<file path="src/sv/pip_pkg.sv">
`timescale 1ns / 1ps
// Shared types and constants for the point-in-polygon ray-cast block.
// No dependencies; imported by pip_ctrl, pip_datapath and the top level.
package pip_pkg;

   localparam int CoordBits   = 16;
   localparam int RayMargin   = 5;
   localparam int MinVertices = 3;
   localparam int CountOutBits = 7;

   localparam logic [1:0] KindClear  = 2'd0;
   localparam logic [1:0] KindAppend = 2'd1;
   localparam logic [1:0] KindQuery  = 2'd2;

   typedef struct packed {
      logic [1:0]                  kind;
      logic signed [CoordBits-1:0] coord_x;
      logic signed [CoordBits-1:0] coord_y;
   } req_type;

   typedef struct packed {
      logic                    inside_res;
      logic                    error;
      logic [CountOutBits-1:0] vertex_count;
   } rsp_type;

   typedef struct packed {
      logic signed [CoordBits-1:0] x;
      logic signed [CoordBits-1:0] y;
   } vertex_type;

   // controller -> datapath
   typedef struct packed {
      logic clear;
      logic append;
      logic walk_start;
      logic walk_step;
      logic rsp_send;
      logic rsp_err;
      logic rsp_use_parity;
   } cmd_type;

   // datapath -> controller
   typedef struct packed {
      logic full;
      logic too_few;
      logic in_box;
      logic last_step;
      logic pipe_busy;
   } status_type;

endpackage

</file>
<file path="src/sv/pip_ctrl.sv">
`timescale 1ns / 1ps
// Sequencing state machine: decodes the request kind and steps the edge walk.
// Depends on pip_pkg.
module pip_ctrl
   import pip_pkg::*;
(
   input  logic       clock,
   input  logic       reset,
   input  logic       start,
   input  logic [1:0] kind,
   input  status_type status,
   output logic       busy,
   output cmd_type    cmd
);

   localparam logic [1:0] StIdle  = 2'd0;
   localparam logic [1:0] StWalk  = 2'd1;
   localparam logic [1:0] StDrain = 2'd2;

   logic [1:0] state_ff, state_in;

   assign busy = (state_ff != StIdle);

   always_comb begin
      cmd      = '0;
      state_in = state_ff;
      unique case (state_ff)
         StIdle: begin
            if (start) begin
               cmd.rsp_send = 1'b1;
               unique case (kind)
                  KindClear: begin
                     cmd.clear = 1'b1;
                  end
                  KindAppend: begin
                     if (status.full) cmd.rsp_err = 1'b1;
                     else cmd.append = 1'b1;
                  end
                  KindQuery: begin
                     if (status.too_few) begin
                        cmd.rsp_err = 1'b1;
                     end else if (status.in_box) begin
                        cmd.rsp_send   = 1'b0;
                        cmd.walk_start = 1'b1;
                        state_in       = StWalk;
                     end
                  end
                  default: begin
                  end
               endcase
            end
         end
         StWalk: begin
            cmd.walk_step = 1'b1;
            if (status.last_step) state_in = StDrain;
         end
         StDrain: begin
            if (!status.pipe_busy) begin
               cmd.rsp_send       = 1'b1;
               cmd.rsp_use_parity = 1'b1;
               state_in           = StIdle;
            end
         end
         default: begin
            state_in = StIdle;
         end
      endcase
   end

   always_ff @(posedge clock) begin
      if (reset) state_ff <= StIdle;
      else state_ff <= state_in;
   end

   a_walk_needs_idle: assert property (@(posedge clock) disable iff (reset)
      cmd.walk_start |=> state_ff == StWalk)
      else $error("walk start did not enter walk state");

   a_no_send_in_walk: assert property (@(posedge clock) disable iff (reset)
      state_ff == StWalk |-> !cmd.rsp_send)
      else $error("response sent in the middle of a walk");

endmodule

</file>
<file path="config.mk">
export PLATFORM = sky130hd
export DESIGN_NAME = pip_ctrl
export DESIGN_NICKNAME = d
export VERILOG_FILES = /design/src/sv/pip_pkg.sv /design/src/sv/pip_ctrl.sv
export SDC_FILE = /design/constraint.sdc
export NUM_CORES = 1
export LEC_CHECK = 0
export BUFFER_PORTS_ARGS = -buffer_cell sky130_fd_sc_hd__buf_4
export CAP_MARGIN = 0
export CORE_AREA = 2 2 39 41
export DETAILED_ROUTE_END_ITERATION = 10
export DIE_AREA = 0 0 41 43
export HOLD_SLACK_MARGIN = 0.06
export PLACE_DENSITY_LB_ADDON = 0.2
export SYNTH_ARGS = -nofsm -noshare
export SYNTH_HDL_FRONTEND = slang
export SYNTH_SLANG_ARGS = --single-unit
</file>
<file path="constraint.sdc">
create_clock -name clock -period 1 [get_ports clock]
set_clock_uncertainty 0.1 [all_clocks]
set_input_delay 0 -clock clock [delete_from_list [all_inputs] [get_ports clock]]
set_output_delay 0 -clock clock [all_outputs]
set_load 0.01 [all_outputs]
</file>
After elaboration in Yosys (flattened, before gate mapping)

Cells that the tools add are included.

Output and inout port bits: 8
Input bits: 10
Bits in registers: 2

Equality and inequality tests: 10
Reduce and logical (&&, ||, !) cells: 4
Muxes and demuxes: 27

Operators by type and width:

| operator                                                              | count |
|---|---|
| 1-bit two-way mux                                                     | 15 |
| 2-bit two-way mux                                                     | 7 |
| 2-bit != test, second input constant                                  | 5 |
| 3-bit two-way mux                                                     | 2 |
| 2-bit one-hot mux with 3 select lines                                 | 1 |
| 6-bit AND reduction                                                   | 1 |
| 2-bit by 1-bit equality test with 1-bit output, second input constant | 2 |
| 2-bit equality test, second input constant                            | 2 |
| 2-bit zero test                                                       | 2 |
| 1-bit one-hot mux with 2 select lines                                 | 2 |
| 2-bit by 1-bit != test with 1-bit output, second input constant       | 1 |
| 2-bit nonzero test                                                    | 1 |

Longest topological paths before layout

Gate-level depths: netlist (run 1).

Depth in word-level cells: 5
Depth in mapped cells: 5
Gate-level depth less buffers: 5

Worst setup path after synthesis (run 1)

Ideal clock, no wire load.

Path kind: reg-to-reg
From: register state_ff[1]
To: register state_ff[1]
Path slack: 0.045 ns
Cell stages (with the launch flop): 4
Period minus slack after synthesis: 0.955 ns
Data arrival time: 0.738 ns
Cell sequence: dfxtp_1 -> and2b_2 -> nand2_1 -> a21oi_1

Word-level cells in the longest chain between the ends: 3

Ends and longest elaborated chain:

| item                                                                                       | RTL line       | RTL |
|---|---|---|
| start, declared                                                                            | pip_ctrl.sv:20 | `logic [1:0] state_ff, state_in;` |
| start signal, assigned                                                                     | pip_ctrl.sv:71 | `if (reset) state_ff <= StIdle;` |
| start signal, assigned                                                                     | pip_ctrl.sv:72 | `else state_ff <= state_in;` |
| 2-bit by 1-bit equality test with 1-bit output, or another cell as far along               | pip_ctrl.sv:27 | `unique case (state_ff)` |
| 2-bit != test (no source line) or 2-bit by 1-bit != test with 1-bit output (tied branches) | -              |  |
| 6-bit AND reduction (no source line)                                                       | -              |  |

Several ways; a longest one is shown, not always the timed one.
A chain may end at the register's enable or synchronous reset.

==> results of run 1 <==
==> worst paths after layout <==
path / from / slack [ns] / end / cells past startpoint
worst max-delay path: state_ff[1] / -0.24 / cmd[1] / 3
worst min register to register: state_ff[1] / 0.47 / state_ff[0] / 2
worst max register to register: state_ff[1] / -0.09 / state_ff[0] / 4
worst min-delay path: status[4] / 0.16 / cmd[5] / 3
==> power by group through the flow <==
stage	Clock [uW]	Sequential, uW	Combinational, uW
2_1_floorplan	0	83.3	30.4
3_3_place_gp	0	83.5	81.8
3_5_place_dp	0	83.5	81.6
4_1_cts	185	78.2	104
5_1_grt	194	78.7	118
6_report	172	78.7	109
==> layout make-up <==
type	instances	area share
timing repair buffer	24	0.393
clock buffer	3	0.0444
inverter	3	0.0222
sequential	2	0.0938
tap	16	0.0395
multi-input combinational	21	0.407
==> cells by family after synthesis <==
group,share of synthesized area
adder cells (fa/ha/maj),0.171
flip-flops,0.183
buffers and inverters,0.0514
AO/OA/AOI/OAI,0.120
AND/OR/NAND/NOR,0.474
==> synthesized netlist by cell type (all sizes together) <==
master / n
a21oi: 2
ha: 3
inv: 3
nand2: 2
nand3b: 1
and3b: 1
nor2: 1
nor3: 1
and3: 1
dfxtp: 2
and2: 2
nor3b: 3
a22o: 1
o21bai: 1
and2b: 2
==> repair_timing <==
action                                  CTS  global route
pin swaps                                 2             1
endpoints found under the setup margin    9            10
hold buffers                              3             0
buffers inserted                          1             0
gates resized for setup                  13             3
hold endpoints to repair                  2             0
==> per-layer routing <==
| metal | share of wire | global-route usage | vias up |
|---|---|---|---|
| met4 | 0 | 0.0400 | 0 |
| li1 | - | - | 143 |
| met2 | 0.64 | 0.184 | 4 |
| met5 | 0 | 0 | - |
| met3 | 0.022 | 0.0314 | 0 |
| met1 | 0.34 | 0.105 | 135 |
==> placed cells by master, fill, tap and decap left out <==
cell type / netlist / routed
dfxtp_4: 0 / 2
nand2_1: 2 / 1
buf_4: 0 / 18
buf_6: 0 / 3
and2_2: 2 / 2
and2b_2: 1 / 1
dlygate4sd3_1: 0 / 3
and3b_1: 1 / 1
nor2_2: 0 / 1
nor3_2: 0 / 1
and2b_1: 1 / 1
nor3b_4: 0 / 2
o21bai_1: 1 / 1
inv_1: 3 / 3
nand3b_1: 1 / 1
ha_1: 3 / 3
a21oi_2: 0 / 2
nor3b_2: 2 / 1
a22o_1: 1 / 1
nand2_2: 0 / 1
clkbuf_4: 0 / 3
and3_4: 0 / 1
==> through the flow <==
step           hold slack (ns)  worst slack [ns]  total power, uW  TNS, ns
3_5_place_dp            0.0757           -0.0246              165  -0.0529
5_1_grt                  0.167            -0.287              392    -1.90
4_1_cts                  0.158            -0.240              368    -1.41
3_3_place_gp            0.0730           -0.0302              165  -0.0380
6_report                 0.157            -0.237              359    -1.35
2_1_floorplan          -0.0635            0.0454              114        0
==> worst reg2reg max path, stage by stage, from the launching register on <==
cell and delay [ns]:
dfxtp_4 0.36, nor3b_4 0.25, buf_4 0.15, a21oi_2 0.04
nor3_2 0.10
==> flow_metrics.py, run 1 <==
metrics = {
    "placement": {
        "portBuffers": 17,
        "placedInstanceArea_um2": 389,
        "dp_cells": 62,
        "gp_congestion": 0.664,
        "dpl.hpwl_um": 476,
    },
    "clock_network": {
        "cts.sinks": 2,
        "cts_tree": "built",
        "clkTransAtPathRegs_ns": 0.03,
        "h-tree-depth": 1,
        "cts_root_buf": "clkbuf_4",
        "cts_buffer_depth": 2,
        "cts_made_buffers": 3,
        "clock_latency_ns": 0.22,
    },
    "final_layout": {
        "nNetsFinal": 68,
        "final-instance-count-excl-fill": 69,
        "top_regs": "state_ff: 2 flops",
        "antennaDiodeCount": 0,
        "drive_gt1_frac": 0.717,
        "area_growth_pct": 131,
        "final_area_um2": 507,
        "largest_reg_flops": 2,
        "regMostFlops": "state_ff",
        "postLayoutCoreUtil": 0.366,
        "fillers": 155,
        "ff_latch_area_um2": 47.5,
        "multi_input_area_um2": 206,
    },
    "timing": {
        "fin_crit_sh": 1.24,
        "hold_viol": 0,
        "rsz0062_at_grt": "true",
        "drv_slew": 0,
        "min_period_ns": 1.24,
        "relSlewSlack": 0.857,
        "fmax_ghz": 0.809,
        "setup_viol": 9,
        "tightest_slew_ns": 0.214,
        "timing.final.ws_setup_ns": -0.237,
    },
    "routing": {
        "drc": 0,
        "totalWireLength_um": 846,
        "drt_iter0_drc": 0,
        "vias": 282,
        "ant_nets": 0,
        "routed_via_density": 4.09,
        "firstDrtPassIters": 1,
        "post_drt_wl_per_cell_um": 12.3,
    },
    "synth": {
        "synthTopCellsByArea": "dfxtp_1 18%, ha_1 17%, nor3b_2 11%",
        "syn_area_per_cell_um2": 8.42,
        "ys_seq_elements": 2,
        "synthCells": 26,
        "yosysWarnings": 0,
        "ys_types": 17,
        "syn_area_um2": 219,
        "synth_area_leader_cell": "dfxtp_1",
        "yosysSeqAreaShare": 0.183,
        "synth_nets": 39,
        "synth_top_area_share": 0.183,
    },
    "die": {
        "initial_core_util": 0.158,
        "rows": 14,
        "die-area_mm2": 0.00176,
        "ioPinCount": 18,
        "die_w_um": 41,
        "die_h_um": 43,
        "core_mm2": 0.00138,
    },
    "worst_setup_path": {
        "crit_required_ns": 0.90,
        "slowest_delay_ns": 0.36,
        "path_buf_inv": 1,
        "startpoint_type": "flop",
        "cp_slowest_cell": "dfxtp_4",
        "cp_cell_sequence": "nor3b_4, and3_4, buf_6",
        "crit_fanout": 5,
        "cp_data_arrival_time_ns": 1.14,
        "crit_family": "simple AND/OR/NAND/NOR gates",
        "path_class": "flop to output pin",
        "endpoint_kind": "output pin",
    },
    "pwr": {
        "clockPowerShare": 0.479,
        "pwr-share-comb": 0.302,
        "p_switching_uw": 83.8,
        "peakVddDrop_v": 0.000491,
        "internal-power_uw": 276,
        "power.leakage_uw": 0.000258,
        "power_frac_seq": 0.219,
        "powerDensity_mw_per_mm2": 709,
        "swShare": 0.233,
    },
    "status": {
        "outcome": "finished, violations left",
        "violations": "negative setup slack",
    },
    "global_routing": {
        "grt_pass1_vias": 280,
        "grt_overflow": 0,
        "grt_pass1_wl_um": 1220,
        "antenna_found_initial": 0,
        "grt_max_degree": 7,
        "grtUsageTotal": 0.104,
    },
    "min_path": {
        "hold_class": "input port to output pin",
    },
    "run": {
        "max-cap-violations": 0,
    },
}
(Power assumes the default switching activity.)
==> inputs of run 2 (changes only) <==
- clock period: 1 -> 1.46 ns (I/O delays scaled with it)
==> flow_metrics.py, run 2 (same netlist as run 1, synthesis figures left out) <==
metrics = {
    "final_layout": {
        "fillers": 148,
        "area_growth_pct": 91.4,
        "top_regs": "state_ff: 2 flops",
        "drive_gt1_frac": 0.531,
        "largest_reg_flops": 2,
        "antennaDiodeCount": 0,
        "nNetsFinal": 64,
        "final_cell_mix": "17 x buf_4, 3 x inv_1, 3 x ha_1, 3 x clkbuf_4, 3 x dlygate4sd3_1",
        "regMostFlops": "state_ff",
        "final_common_cell": "buf_4",
    },
    "pwr": {
        "power.leakage_uw": 0.000231,
        "peakVddDrop_v": 0.000273,
        "total_power_uw": 238,
        "powerDensity_mw_per_mm2": 569,
    },
    "status": {
        "outcome": "complete, no violations",
    },
    "placement": {
        "portBuffers": 17,
        "gp_congestion": 0.626,
        "dpl.hpwl_um": 457,
    },
    "die": {
        "die_w_um": 41,
        "die-area_mm2": 0.00176,
        "rows": 14,
        "die_h_um": 43,
        "initial_core_util": 0.158,
        "ioPinCount": 18,
        "core_mm2": 0.00138,
    },
    "timing": {
        "setup_tns_ns": 0,
        "rsz0062_at_grt": "false",
        "relSlewSlack": 0.858,
        "fmax_ghz": 0.803,
        "setup_viol": 0,
        "fin_crit_sh": 0.853,
        "min_period_ns": 1.25,
        "tightest_slew_ns": 0.211,
        "hold_viol": 0,
        "drv_slew": 0,
    },
    "clock_network": {
        "cts_root_buf": "clkbuf_4",
        "clkTransAtPathRegs_ns": 0.03,
        "clock_latency_ns": 0.23,
        "cts_buffer_depth": 2,
        "cts_resized": 0,
        "cts.sinks": 2,
        "h-tree-depth": 1,
        "cts_tree": "built",
        "cts_made_buffers": 3,
    },
    "routing": {
        "totalWireLength_um": 536,
        "vias": 256,
        "post_drt_wl_per_cell_um": 8.25,
        "drc": 0,
        "drt_iter0_drc": 3,
        "routed_via_density": 3.94,
        "firstDrtPassIters": 2,
        "ant_nets": 0,
    },
    "global_routing": {
        "use_met3": 0,
        "grt_max_degree": 7,
        "grt_overflow": 0,
        "busiest_layer": "met2",
        "use_met2": 0.109,
        "grt_pass1_vias": 223,
        "grt_pass1_wl_um": 779,
        "grtUsageTotal": 0.0651,
        "use_met1": 0.0671,
        "antenna_found_initial": 0,
    },
    "worst_setup_path": {
        "crit_family": "simple AND/OR/NAND/NOR gates",
        "endpoint_kind": "output pin",
        "cp_data_arrival_time_ns": 1.15,
        "cp.depth": 3,
        "path_buf_inv": 1,
        "cp_slowest_cell": "dfxtp_1",
        "crit_required_ns": 1.36,
        "crit_fanout": 6,
        "cp_cell_sequence": "nor3b_2, and3_2, buf_4",
        "path_class": "flop to output pin",
        "startpoint_type": "flop",
        "reg2reg_depth": 3,
        "slowest_delay_ns": 0.34,
    },
    "min_path": {
        "holdPathStages": 3,
        "hold_class": "input port to output pin",
    },
    "run": {
        "max-cap-violations": 0,
    },
}
==> run 2: cell types whose count changed in the layout (fill, tap and decap cells not counted), sizes merged <==
cell	delta
buf	-4
==> run 2: final timing paths <==
check	slack, ns	from	end
max	0.21	state_ff[1]	cmd[1]
min	0.15	status[4]	cmd[5]
max reg2reg	0.48	state_ff[1]	state_ff[0]
min reg2reg	0.42	state_ff[1]	state_ff[0]
==> run 2: cell type report <==
cell class | instances | area [um2] | share of cell area
clock buffer | 3 | 22.5 | 0.0537
inverter | 3 | 11.3 | 0.0269
multi-input combinational | 21 | 168 | 0.400
sequential | 2 | 40.0 | 0.0955
tap | 16 | 20.0 | 0.0478
timing repair buffer | 20 | 158 | 0.376
==> run 2: metrics by stage <==
stage	instances	hold slack (ns)	worst slack [ns]	util	area, um2
3_3_place_gp	59	0.0717	0.419	0.265	367
5_1_grt	65	0.162	0.111	0.303	419
6_report	65	0.153	0.214	0.303	419
4_1_cts	65	0.156	0.190	0.303	419
2_1_floorplan	26	-0.0635	0.505	-	219
3_5_place_dp	59	0.0757	0.433	0.265	367
==> run 2: power by group <==
group | switching [uW] | internal (uW)
registers | 0.874 | 55.7
clock network | 31.6 | 90.6
logic | 21.5 | 38.2
total | 54.0 | 185
==> run 2: what timing repair did <==
| item | in CTS | in global routing |
|---|---|---|
| setup buffers | 0 | 0 |
| hold buffers | 3 | 0 |
| endpoints found under the hold margin | 2 | 0 |
==> run 2: per-layer routing <==
metal / routed length, um / vias up
li1: - / 134
met1: 195 / 114
met2: 304 / 6
met3: 19 / 2
met4: 17 / 0
met5: 0 / -
==> run 2: worst min-delay path: cells and delay by family <==
family,cells,cell delay (ns)
buf+inv,2,0.21
simple gates,1,0.04
